--- config.mk ---
export PLATFORM = sky130hd
export DESIGN_NAME = sfd_div_cell
export DESIGN_NICKNAME = d
export VERILOG_FILES = /design/src/synth_freq_from_divider_regs_core_macros.svh /design/src/sfd_pkg.sv /design/src/sfd_div_cell.sv
export SDC_FILE = /design/constraint.sdc
export NUM_CORES = 1
export LEC_CHECK = 0
export ABC_AREA = 1
export BUFFER_PORTS_ARGS = -buffer_cell sky130_fd_sc_hd__buf_2
export CORE_MARGIN = 1.5
export CORE_UTILIZATION = 51
export CTS_CLUSTER_DIAMETER = 60
export DETAILED_ROUTE_END_ITERATION = 8
export GPL_TIMING_DRIVEN = 0
export HOLD_SLACK_MARGIN = 0.03
export MAX_ROUTING_LAYER = met4
export PLACE_DENSITY = 0.86
export SLEW_MARGIN = 20
export SYNTH_ARGS = -nofsm -noshare
export SYNTH_HDL_FRONTEND = slang
export SYNTH_SLANG_ARGS = --single-unit
--- constraint.sdc ---
create_clock -name i_clk -period 3.6 [get_ports i_clk]
set_input_delay 0.36 -clock i_clk [delete_from_list [all_inputs] [get_ports i_clk]]
set_output_delay 0.36 -clock i_clk [all_outputs]
set_load 0.02 [all_outputs]
--- src/synth_freq_from_divider_regs_core_macros.svh ---
// Assertion macros shared by the core's RTL.
`ifndef SYNTH_FREQ_FROM_DIVIDER_REGS_CORE_MACROS_SVH
`define SYNTH_FREQ_FROM_DIVIDER_REGS_CORE_MACROS_SVH

`ifndef SYNTH
// Same-cycle implication on i_clk, off during reset
`define SFD_ASSERT_NOW(label, ante, cons) \
    label: assert property (@(posedge i_clk) disable iff (!i_rst_n) (ante) |-> (cons)) \
        else $error("assertion failed");
// Next-cycle implication on i_clk, off during reset
`define SFD_ASSERT_NEXT(label, ante, cons) \
    label: assert property (@(posedge i_clk) disable iff (!i_rst_n) (ante) |=> (cons)) \
        else $error("assertion failed");
`else
`define SFD_ASSERT_NOW(label, ante, cons)
`define SFD_ASSERT_NEXT(label, ante, cons)
`endif

`endif

--- src/sfd_pkg.sv ---
`default_nettype none

package sfd_pkg;

    // Field widths
    localparam int IMG_W       = 48;
    localparam int XTAL_W      = 32;
    localparam int RFREQ_W     = 38;
    localparam int RFREQ_LO_W  = 32;
    localparam int RFREQ_HI_W  = RFREQ_W - RFREQ_LO_W;
    localparam int FREQ_W      = 32;

    // Divider fields in the register image
    localparam int HS_LSB      = 45;
    localparam int HS_W        = 3;
    localparam int N1_LSB      = 38;
    localparam int N1_W        = 7;
    localparam int HS_OFFSET   = 4;
    localparam int N1_OFFSET   = 1;

    // Divisor is at most 11 * 128 = 1408
    localparam int DIV_W       = 11;
    // Product bits 69:31; a 32x38 product has no bit 70
    localparam int DIVIDEND_W  = 39;
    localparam int PROD_SHIFT  = 31;
    // One restoring-division cell per dividend bit
    localparam int NUM_CELLS   = DIVIDEND_W;

    localparam logic [XTAL_W-1:0] XTAL_RESET = 32'd1917384131;

    // Data moving down the division chain
    typedef struct packed {
        logic [DIV_W-1:0]      rem;
        logic [DIVIDEND_W-1:0] work;
        logic [DIV_W-1:0]      divisor;
    } t_div_req;

endpackage

`default_nettype wire

--- src/sfd_div_cell.sv ---
`default_nettype none

// One restoring-division step: shifts in the top dividend bit, trial
// subtracts, and shifts the quotient bit into the bottom of the work word.
module sfd_div_cell (
    input  wire logic              i_clk,
    input  wire logic              i_rst_n,
    input  wire logic              i_en,
    input  wire logic              i_valid,
    input  wire sfd_pkg::t_div_req i_req,
    output logic                   o_valid,
    output sfd_pkg::t_div_req      o_req
);

    logic [sfd_pkg::DIV_W:0] trial;
    logic [sfd_pkg::DIV_W:0] diff;
    logic                    q_bit;
    logic                    r_valid;
    sfd_pkg::t_div_req       r_req;
    sfd_pkg::t_div_req       n_req;

    // Trial subtract
    always_comb begin
        trial = {i_req.rem, i_req.work[sfd_pkg::DIVIDEND_W-1]};
        diff  = trial - {1'b0, i_req.divisor};
        q_bit = (trial >= {1'b0, i_req.divisor});
        n_req.rem     = q_bit ? diff[sfd_pkg::DIV_W-1:0] : trial[sfd_pkg::DIV_W-1:0];
        n_req.work    = {i_req.work[sfd_pkg::DIVIDEND_W-2:0], q_bit};
        n_req.divisor = i_req.divisor;
    end

    always_ff @(posedge i_clk) begin
        if (!i_rst_n) begin
            r_valid <= 1'b0;
        end else if (i_en) begin
            r_valid <= i_valid;
        end
        if (i_en) begin
            r_req <= n_req;
        end
    end

    assign o_valid = r_valid;
    assign o_req   = r_req;

endmodule

`default_nettype wire

======== Yosys cells after proc, flatten, opt, wreduce, memory -nomap -nowiden ========
Index checks and enable logic that the tools add are counted.
word-level totals
  bits in registers ....................... 62
  output and inout bits ................... 62
cells by class
  add/subtract/negate cells ............... 1
  magnitude comparators ................... 1
  mux-type cells .......................... 1
operator list
  operator                                                        number
  12-bit by 11-bit greater-or-equal comparator with 1-bit output  1
  11-bit two-way mux                                              1
  11-bit subtractor                                               1

======== Depth between registers and ports, before layout ========
  depth after elaboration ................. 2
  depth in mapped cells ................... 11

======== Worst setup path before layout ========
Ideal clock, no wire load.
  path type ............................... input to register
  start point ............................. input port i_req[49] (netlist bit)
  end point ............................... register r_req (netlist bit o_req[52]) (data pin)
  library setup time ...................... 0.254 ns
  data arrival time ....................... 1.612 ns
  setup slack ............................. 1.734 ns
  stages on the path ...................... 10
  path buffers ............................ 1
  cells stage by stage .................... inv_1 ha_1 fa_1 inv_1 nand3_1 nand3_2 nand2_4 nand4_4 buf_12 o21ai_2
RTL lines
  item                  line                RTL
  from (decl)           sfd_div_cell.sv:10  input wire sfd_pkg::t_div_req i_req,
  to (signal assigned)  sfd_div_cell.sv:39  r_req <= n_req;
  to (decl)             sfd_div_cell.sv:19  sfd_pkg::t_div_req r_req;

==> reports/metrics.csv <==
metric,value,unit
vias in the first global route,2072,
XOR/XNOR Fraction of Synth Area,0.929,%
Setup TNS,0,ns
Post-Syn Instances,230,
Post-Route WL,6120,µm
H-tree Lvls,3,
"commonest cells after routing, fill and taps aside","buf_2, edfxtp_1, nand2_1",
TritonCTS Buffers,9,
Worst Setup End Kind,flip-flop,
Critical Path Slowest Stage Cell,fa_1,
initial antenna violation count,0,
largest family of logic cells by synthesized area,simple AND/OR/NAND/NOR gates,
critical path peak fanout,10,
DPL Wire Length,4680,µm
"commonest non-fill, non-tap cell in the layout",buf_2,
I/O pin total,127,
# setup viols final,0,
unrepaired setup endpoints after global routing,no,
layer with the highest usage,met2,
Worst-path clk slew,0.07,ns
Synth area leaders,"edfxtp_1, nand2_1, ha_1",
pre-CTS setup slack,1.46,ns
met1 Use GR,25.2,%
Vias,2166,
clock buffer depth,2,
share of post-route cells with drive strength above 1,44.9,%
Worst Slack Setup Final,1.80,ns
Final Max Slew Viols,0,
area of the core,0.00524,mm²
fin util,71.6,%
postcts setup bufs,0,
"Net Count, Synth",307,
Syn Std Cell Area,0.00283,mm²
die area,0.00600,mm²
DP Cell Count,426,
Worst Max-Slew Pin Slew,0.769,ns
die width,77.5,µm
CTS tree,done,
met3 GRT Util,7.65,%
DR iter-0 viols,99,
cell taking the most area after synthesis,edfxtp_1,
Die Ht,77.5,µm
Mapped Avg Cell Area,12.3,µm²
global-route wire length before repair,9680,µm
Compound-Gate Fraction of Synth Area,2.48,%
Tcrit/Tclk final,49.9,%
max cap viols,0,
Layout Cells excl Fill,442,
Rel. slew slack,48.7,%
Worst Path Required,3.68,ns
critical-path cell list,"buf_2, ha_1, fa_1, inv_1, nand3_1, nand3_2, nand2_4, nand4_4, buf_12, o21ai_2",
fillers,400,
Synth Warn #,0,
design area,0.00375,mm²
Synth Area in Simple Gates,19.6,%
Fin. Hold Viols,0,
Synth top area share,64.8,%
I/O Buffers,126,
nature of the critical path startpoint,input pin,
Clock Sinks,62,
Synth Register Bits,62,
synth unique cells,28,
# hold bufs at CTS,0,
largest net degree at the start of global routing,64,
Crit Path Category,input pin to flip-flop,
fin nets,444,
dpl cell area,0.00355,mm²
Tot Pwr,1.85,mW
fmax,0.556,GHz
post-route ant nets,0,
DRC Markers,0,
Starting Density,54.0,%
Final min period,1.80,ns
total congestion overflow,0,
first-pass detailed-route iteration total,4,
n_diodes,0,
Hold WS,0.206,ns
Max Clock Skew,0,ns
post-cts sizing count,0,
sequential fraction of the synthesis area,65.5,%
routed vias/inst,4.90,
Avg WL per Cell,13.9,µm
total track usage,22.1,%
worst hold path class,input pin to flip-flop,
Layout area overhead,32.6,%
P_leak,1.80,nW
"Clk Latency, worst-skew pair",0.32,ns
Final GP Congestion,0.838,
Clock Tree Root,clkbuf_8,
routing usage on met2,37.7,%
"Largest stage delay, worst path",0.40,ns
VDD IR max,0.298,mV
status,"finished, final reports clean",
WP data arrival,1.88,ns
post-synthesis mux area share,0,%
Post-Synth Adder-Cell Area,5.58,%
total power divided by cell area,492,mW/mm²
num rows,26,
[flip-flops by register name (all words and copies together), names as in the netlist]
register	flops
o_req	61
o_valid	1
[logic make-up (layout without fill, tap and decap cells)]
logic type	after synthesis	after routing
and+or+nand+nor	102	102
DFF	62	62
adders and majority gates	12	12
AOI/OAI and AO/OA	11	11
xor gates and xnor gates	3	3
buffers and inverters	40	182
[path summary, 6_finish.rpt]
kind	startpoint	endpoint	slack, ns	depth (start not counted)
setup / recovery	i_req[0]	o_req[52]	1.80	10
hold / removal	i_req[15]	o_req[16]	0.21	1
setup reg to reg	o_valid	o_valid	2.89	2
hold reg to reg	o_valid	o_valid	0.59	2
[synth_stat cells]
library cell	instances
nand3_2	7
ha_1	11
inv_1	36
a21oi_2	1
and2_1	1
nand4_4	1
nand2_4	1
fa_1	1
buf_2	1
nand3_1	7
nor2_4	3
xor2_1	2
a21oi_1	4
nand3b_1	4
nor2_1	7
buf_12	1
nand4_1	9
o21ai_2	3
nand3_4	1
xnor2_1	1
nor2_2	1
inv_2	2
or2_1	1
dfxtp_1	1
nand2_2	5
o21ai_0	3
nand2_1	54
edfxtp_1	61
[report_power, final]
group          internal, mW  switching (mW)  leakage (nW)
logic                 0.127           0.228          1.10
registers             0.870          0.0147         0.605
clock network         0.357           0.249        0.0996
[layer usage]
layer  share of wire, %  routed length, µm  up-vias
met3                7.9                483        4
met4               0.25                 15        0
li1                   -                  -     1058
met2                 52               3190       93
met5                  0                  0        -
met1                 40               2440     1011
[critical path, delay by kind of cell]
family / cells / cell delay [ns]
buffers and inverters: 3 / 0.36
and+or+nand+nor: 4 / 0.47
adders and majority gates: 2 / 0.62
AOI/OAI and AO/OA: 1 / 0.05
[layout make-up]
type	count	area (µm²)	area share (%)
flip-flops and latches	62	1850	49.4
multi-input cells	128	808	21.6
repair buffers	126	633	16.9
clock buffers	13	159	4.24
inverters	38	143	3.80
well taps	70	87.6	2.34
clock inverters	3	42.5	1.13
plain buffers	2	25.0	0.667
(Power assumes the default switching activity.)
