### src/synth_freq_from_divider_regs_core_macros.svh
// Assertion macros shared by the core's RTL.
`ifndef SYNTH_FREQ_FROM_DIVIDER_REGS_CORE_MACROS_SVH
`define SYNTH_FREQ_FROM_DIVIDER_REGS_CORE_MACROS_SVH

`ifndef SYNTH
// Same-cycle implication on i_clk, off during reset
`define SFD_ASSERT_NOW(label, ante, cons) \
    label: assert property (@(posedge i_clk) disable iff (!i_rst_n) (ante) |-> (cons)) \
        else $error("assertion failed");
// Next-cycle implication on i_clk, off during reset
`define SFD_ASSERT_NEXT(label, ante, cons) \
    label: assert property (@(posedge i_clk) disable iff (!i_rst_n) (ante) |=> (cons)) \
        else $error("assertion failed");
`else
`define SFD_ASSERT_NOW(label, ante, cons)
`define SFD_ASSERT_NEXT(label, ante, cons)
`endif

`endif

### src/sfd_pkg.sv
`default_nettype none

package sfd_pkg;

    // Field widths
    localparam int IMG_W       = 48;
    localparam int XTAL_W      = 32;
    localparam int RFREQ_W     = 38;
    localparam int RFREQ_LO_W  = 32;
    localparam int RFREQ_HI_W  = RFREQ_W - RFREQ_LO_W;
    localparam int FREQ_W      = 32;

    // Divider fields in the register image
    localparam int HS_LSB      = 45;
    localparam int HS_W        = 3;
    localparam int N1_LSB      = 38;
    localparam int N1_W        = 7;
    localparam int HS_OFFSET   = 4;
    localparam int N1_OFFSET   = 1;

    // Divisor is at most 11 * 128 = 1408
    localparam int DIV_W       = 11;
    // Product bits 69:31; a 32x38 product has no bit 70
    localparam int DIVIDEND_W  = 39;
    localparam int PROD_SHIFT  = 31;
    // One restoring-division cell per dividend bit
    localparam int NUM_CELLS   = DIVIDEND_W;

    localparam logic [XTAL_W-1:0] XTAL_RESET = 32'd1917384131;

    // Data moving down the division chain
    typedef struct packed {
        logic [DIV_W-1:0]      rem;
        logic [DIVIDEND_W-1:0] work;
        logic [DIV_W-1:0]      divisor;
    } t_div_req;

endpackage

`default_nettype wire

### src/sfd_mul.sv
`default_nettype none

// Decodes the dividers and forms the scaled DCO value over two stages.
module sfd_mul (
    input  wire logic                          i_clk,
    input  wire logic                          i_rst_n,
    input  wire logic                          i_en,
    input  wire logic                          i_valid,
    input  wire logic [sfd_pkg::IMG_W-1:0]     i_image,
    input  wire logic [sfd_pkg::XTAL_W-1:0]    i_xtal,
    output logic                               o_valid,
    output sfd_pkg::t_div_req                  o_req
);

    localparam int PLO_W = sfd_pkg::XTAL_W + sfd_pkg::RFREQ_LO_W;
    localparam int PHI_W = sfd_pkg::XTAL_W + sfd_pkg::RFREQ_HI_W;
    localparam int HS_SUM_W = sfd_pkg::HS_W + 1;
    localparam int N1_SUM_W = sfd_pkg::N1_W + 1;

    logic [sfd_pkg::RFREQ_LO_W-1:0] rfreq_lo;
    logic [sfd_pkg::RFREQ_HI_W-1:0] rfreq_hi;
    logic [HS_SUM_W-1:0]            hs_div;
    logic [N1_SUM_W-1:0]            n1_div;
    logic [HS_SUM_W+N1_SUM_W-1:0]   div_full;
    logic [PLO_W-1:0]               n_plo;
    logic [PHI_W-1:0]               n_phi;

    logic                           r_s1_valid;
    logic [PLO_W-1:0]               r_plo;
    logic [PHI_W-1:0]               r_phi;
    logic [sfd_pkg::DIV_W-1:0]      r_s1_div;

    logic                           r_s2_valid;
    sfd_pkg::t_div_req              r_s2_req;
    sfd_pkg::t_div_req              n_s2_req;

    // Field decode and divisor
    always_comb begin
        rfreq_lo = i_image[sfd_pkg::RFREQ_LO_W-1:0];
        rfreq_hi = i_image[sfd_pkg::RFREQ_W-1:sfd_pkg::RFREQ_LO_W];
        hs_div   = HS_SUM_W'(i_image[sfd_pkg::HS_LSB +: sfd_pkg::HS_W])
                 + HS_SUM_W'(sfd_pkg::HS_OFFSET);
        n1_div   = N1_SUM_W'(i_image[sfd_pkg::N1_LSB +: sfd_pkg::N1_W])
                 + N1_SUM_W'(sfd_pkg::N1_OFFSET);
        div_full = (HS_SUM_W+N1_SUM_W)'(hs_div) * (HS_SUM_W+N1_SUM_W)'(n1_div);
        n_plo    = PLO_W'(i_xtal) * PLO_W'(rfreq_lo);
        n_phi    = PHI_W'(i_xtal) * PHI_W'(rfreq_hi);
    end

    // Stage 1: partial products
    always_ff @(posedge i_clk) begin
        if (!i_rst_n) begin
            r_s1_valid <= 1'b0;
        end else if (i_en) begin
            r_s1_valid <= i_valid;
        end
        if (i_en) begin
            r_plo    <= n_plo;
            r_phi    <= n_phi;
            r_s1_div <= div_full[sfd_pkg::DIV_W-1:0];
        end
    end

    // Stage 2: combine partials into bits 69:31 of the product
    always_comb begin
        n_s2_req.rem     = '0;
        n_s2_req.work    = sfd_pkg::DIVIDEND_W'(r_plo[PLO_W-1:sfd_pkg::PROD_SHIFT])
                         + sfd_pkg::DIVIDEND_W'({r_phi, 1'b0});
        n_s2_req.divisor = r_s1_div;
    end

    always_ff @(posedge i_clk) begin
        if (!i_rst_n) begin
            r_s2_valid <= 1'b0;
        end else if (i_en) begin
            r_s2_valid <= r_s1_valid;
        end
        if (i_en) begin
            r_s2_req <= n_s2_req;
        end
    end

    assign o_valid = r_s2_valid;
    assign o_req   = r_s2_req;

endmodule

`default_nettype wire

### config.mk
export PLATFORM = sky130hd
export DESIGN_NAME = sfd_mul
export DESIGN_NICKNAME = d
export VERILOG_FILES = /design/src/synth_freq_from_divider_regs_core_macros.svh /design/src/sfd_pkg.sv /design/src/sfd_mul.sv
export SDC_FILE = /design/constraint.sdc
export NUM_CORES = 2
export LEC_CHECK = 0
export BUFFER_PORTS_ARGS = -buffer_cell sky130_fd_sc_hd__buf_2
export CORE_ASPECT_RATIO = 0.9
export CORE_MARGIN = 2
export CORE_UTILIZATION = 55
export CTS_CLUSTER_DIAMETER = 100
export DETAILED_ROUTE_END_ITERATION = 8
export PLACE_DENSITY = 0.8
export SKIP_LAST_GASP = 1
export SLEW_MARGIN = 20
export SYNTH_ARGS = -nofsm -noshare
export SYNTH_HDL_FRONTEND = slang
export SYNTH_SLANG_ARGS = --single-unit
### constraint.sdc
create_clock -name i_clk -period 9.8 [get_ports i_clk]
set_clock_uncertainty 0.1 [all_clocks]
set_input_delay 0 -clock i_clk [delete_from_list [all_inputs] [get_ports i_clk]]
set_output_delay 0 -clock i_clk [all_outputs]
set_load 0.01 [all_outputs]
Yosys cells after proc, flatten, opt, wreduce, memory -nomap -nowiden --
Cells that the tools add are included.
Word-level totals: register bits after elaboration 165, bits in latches 0, RAM bits 0, ROM bits 0, input bits 84, output and inout bits 62, memories kept 0
Operators by class: $add $sub $neg 3, multiply operators 3, divide/modulo/power cells 0, $lt $le $gt $ge 0, equality and inequality tests 0, shift operators 0, multiplexer cells 0, bitwise logic cells 0, reductions and logical operators 0
Operators by type and width (number):
- multiplier 32 x 32 -> 64 bit | 1
- adder 33 x 39 -> 39 bit | 1
- multiplier 32 x 6 -> 38 bit | 1
- multiplier 4 x 8 -> 11 bit | 1
- adder 7 x 1 -> 8 bit (second input constant) | 1
- adder 3 x 3 -> 4 bit (second input constant) | 1

Logic depth before layout (Yosys ltp) --
word-level depth 2, depth in mapped cells 32, gate-level depth less buffers 30

Worst setup path after synthesis --
No wires, ideal clock.
path kind input port to flip-flop, start point in i_xtal[12] (netlist bit), end point reg r_plo[63] (data pin), arrival time 7.081 ns, data required time 9.440 ns, slack 2.359 ns, stages 30, path buffers 2, cell sequence clkbuf_1 -> clkbuf_1 -> and2_1 -> fa_1 -> fa_1 -> fa_1 -> inv_1 -> fa_1 -> inv_1 -> fa_1 -> inv_1 -> fa_1 -> inv_1 -> fa_1 -> inv_1 -> fa_1 -> inv_1 -> ha_1 -> a21oi_1 -> o211ai_1 -> a31oi_1 -> and2_1 -> a221oi_1 -> o21ba_2 -> o211ai_1 -> o211ai_1 -> nand2_1 -> o41ai_1 -> a21oi_1 -> xnor2_1
Between the ends: word-level cells in the longest chain between the ends 1
RTL lines:
- from (decl) | line sfd_mul.sv:10 | input wire logic [sfd_pkg::XTAL_W-1:0] i_xtal,
- multiplier 32 x 32 -> 64 bit | line sfd_mul.sv:46 | n_plo = PLO_W'(i_xtal) * PLO_W'(rfreq_lo);
- via n_plo[63] | line sfd_mul.sv:25 | logic [PLO_W-1:0] n_plo;
- to (signal assigned) | line sfd_mul.sv:58 | r_plo <= n_plo;
- to (decl) | line sfd_mul.sv:29 | logic [PLO_W-1:0] r_plo;
The timed path passes the listed nets, and every way through them passes these cells. A chain may end at the register's enable or synchronous reset.

Worst setup path after layout --
start point in i_xtal[11] (netlist bit), end point reg r_plo[63] (data pin)
The elaborated chain is that of the path after synthesis.

==> results.tsv <==
metric	value	unit
status	complete, but fails checks	
violated checks	design-rule violations	
commonest non-fill, non-tap cell in the layout	fa_1	
leading cell types in the layout, fill and taps excluded	1023 x fa_1, 1003 x inv_1, 655 x nand2_1, 606 x and2_1, 358 x ha_1	
setup tns final	0	ns
First-pass DRT Iterations	9	
Yosys top cell by area	fa_1	
EDFF count, synth	132	
Crit path required time	9.88	ns
Final ANT Viol Nets	0	
Synth Area in Simple Gates	16.4	%
layer with the highest usage	met2	
Adder-Cell Fraction of Synth Area	56.4	%
cts hold-fix bufs	6	
top post-synthesis cells by area	fa_1 46%, ha_1 10%, edfxtp_1 9.0%	
pin count of the biggest net entering global routing	74	
Post-synth top flop	edfxtp_1	
clk buf depth	2	
max_cap viols	0	
vias per cell	5.57	
CTS tree	yes	
number of global-route vias before repair	34400	
Cells after Synth	4701	
final wirelength	109	mm
area post-placement	0.0453	mm2
first-pass GRT wire length	181	mm
RD Place Congestion	0.943	
mux share of post-synthesis cell area	0.113	%
drt drc	24	
Initial Util	55.6	%
core area	0.0796	mm2
DIE AREA	0.0827	mm2
RSZ-0062 raised after global routing	no	
WHS	0.0234	ns
Total GRT Usage	27.8	%
CTS buffer count	17	
critical path's most frequent cell	fa_1	
H-tree depth	4	
worst-path maximum fanout	38	
post-synthesis xor/xnor area fraction	2.22	%
GRT overflow	0	
hpwl dp	86.6	mm
Slew Viols, Final	0	
layout cells sized above 1	4.15	%
clock transition at the registers of the reported paths	0.07	ns
Die Ht	273	um
Final period util	86.1	%
ys async rst share	0	%
Final Hold Fails	0	
Root Driver	clkbuf_16	
critical path capture point type	register	
Skew-Pair Late Insertion Delay	0.44	ns
Rel. slew slack	29.1	%
post-layout util	57.8	%
Top Ports	146	
flops & latches, synth	134	
fmax	0.118	GHz
slowest cell on the critical path	buf_2	
slew at the pin closest to its max-slew limit	1.06	ns
crit path launch type	input port	
Post-CTS Resized	0	
dominant combinational cell family by area after synthesis	adder cells	
hold crit path type	in -> reg	
Synth top area share	46.3	%
port bufs	134	
Worst EP arrival	8.52	ns
final net count	6079	
met3 usage	7.02	%
Post-Synthesis Cell Area	0.0443	mm2
GR Util met2	42.7	%
Final setup viols	0	
syn_area_per_cell	9.41	um2
critical path class	in -> reg	
die width	303	um
Tmin final	8.44	ns
register area share after synthesis	9.05	%
Core Rows	98	
1st-iter DRT viols	2662	
Synth cell types	62	
routed length per instance	19.3	um
vias	31600	
TritonCTS Sinks	134	
Final Cell Area	0.0460	mm2
Synth Area in Compound Gates	4.93	%
P&R area growth vs syn	3.87	%
Worst path max stage delay	0.77	ns
grt met1 use	39.9	%
synth warn	0	
Setup Fix Bufs, Post-CTS	0	
initial antenna violation count	4	
==> final timing paths <==
check,startpoint,cells past startpoint,slack (ns),endpoint
hold reg to reg,r_plo[31]$_DFFE_PP_,0,0.32,o_req[11]$_DFFE_PP_
hold / removal,i_image[47],4,0.02,r_s1_div[10]$_DFFE_PP_
setup / recovery,i_xtal[11],29,1.36,r_plo[63]$_DFFE_PP_
setup reg to reg,r_plo[32]$_DFFE_PP_,15,5.50,o_req[42]$_DFFE_PP_
==> kinds of logic after synthesis <==
group,Yosys count
fa+ha+maj,1381
flops,134
mux,5
xor+xnor,112
buf+inv,1273
other cells,1
compound gates,341
simple gates,1454
==> per-stage QoR <==
step	worst slack (ns)	instances
floorplan	2.36	4711
global placement	1.22	5639
detailed placement	1.08	5639
CTS	1.51	5677
global route	1.14	5677
finish	1.36	5679
==> layout make-up <==
type / count / area [um2]
flip-flops and latches: 134 / 4000
fillers: 6615 / 33600
diodes: 2 / 5.00
multi-input cells: 3304 / 35500
clock inverters: 14 / 139
clock buffers: 18 / 429
repair buffers: 154 / 842
inverters: 1003 / 3760
well taps: 1050 / 1310
==> flip-flops by register name, indices dropped and copies added (netlist names) <==
name and count:
o_req 50, r_phi 38, r_plo 33, r_s1_div 11, o_valid 1, r_s1_valid 1
==> cells in the mapped netlist, types with 11 or more instances <==
| cell | n |
|---|---|
| inv_1 | 1003 |
| nand4_1 | 21 |
| fa_1 | 1023 |
| edfxtp_1 | 132 |
| buf_4 | 11 |
| nor2_1 | 63 |
| nand3_1 | 30 |
| xor2_1 | 36 |
| o21ai_0 | 61 |
| nor2b_1 | 31 |
| a31oi_1 | 13 |
| o21bai_1 | 17 |
| nand2_1 | 655 |
| nor3_1 | 16 |
| ha_1 | 358 |
| a21oi_1 | 106 |
| clkbuf_1 | 249 |
| and2_1 | 606 |
| a21o_1 | 68 |
| xnor2_1 | 76 |
==> critical path: cells and delay by family <==
family | cells | cell delay, ns
adder cells (fa/ha/maj) | 9 | 4.24
AO/OA/AOI/OAI | 9 | 2.46
buffers and inverters | 7 | 1.08
AND/OR/NAND/NOR | 3 | 0.56
XOR/XNOR | 1 | 0.15
==> per-layer routing <==
layer,routed length (um),share of wire (%),vias to the layer above
met2,48900,45,1582
met1,45700,42,16100
met3,12300,11,187
met4,2430,2.2,2
li1,-,-,13700
met5,17,0.016,-
Power is not shown: default switching activity piles up to over one toggle a cycle in this logic, so the estimate is an artifact.
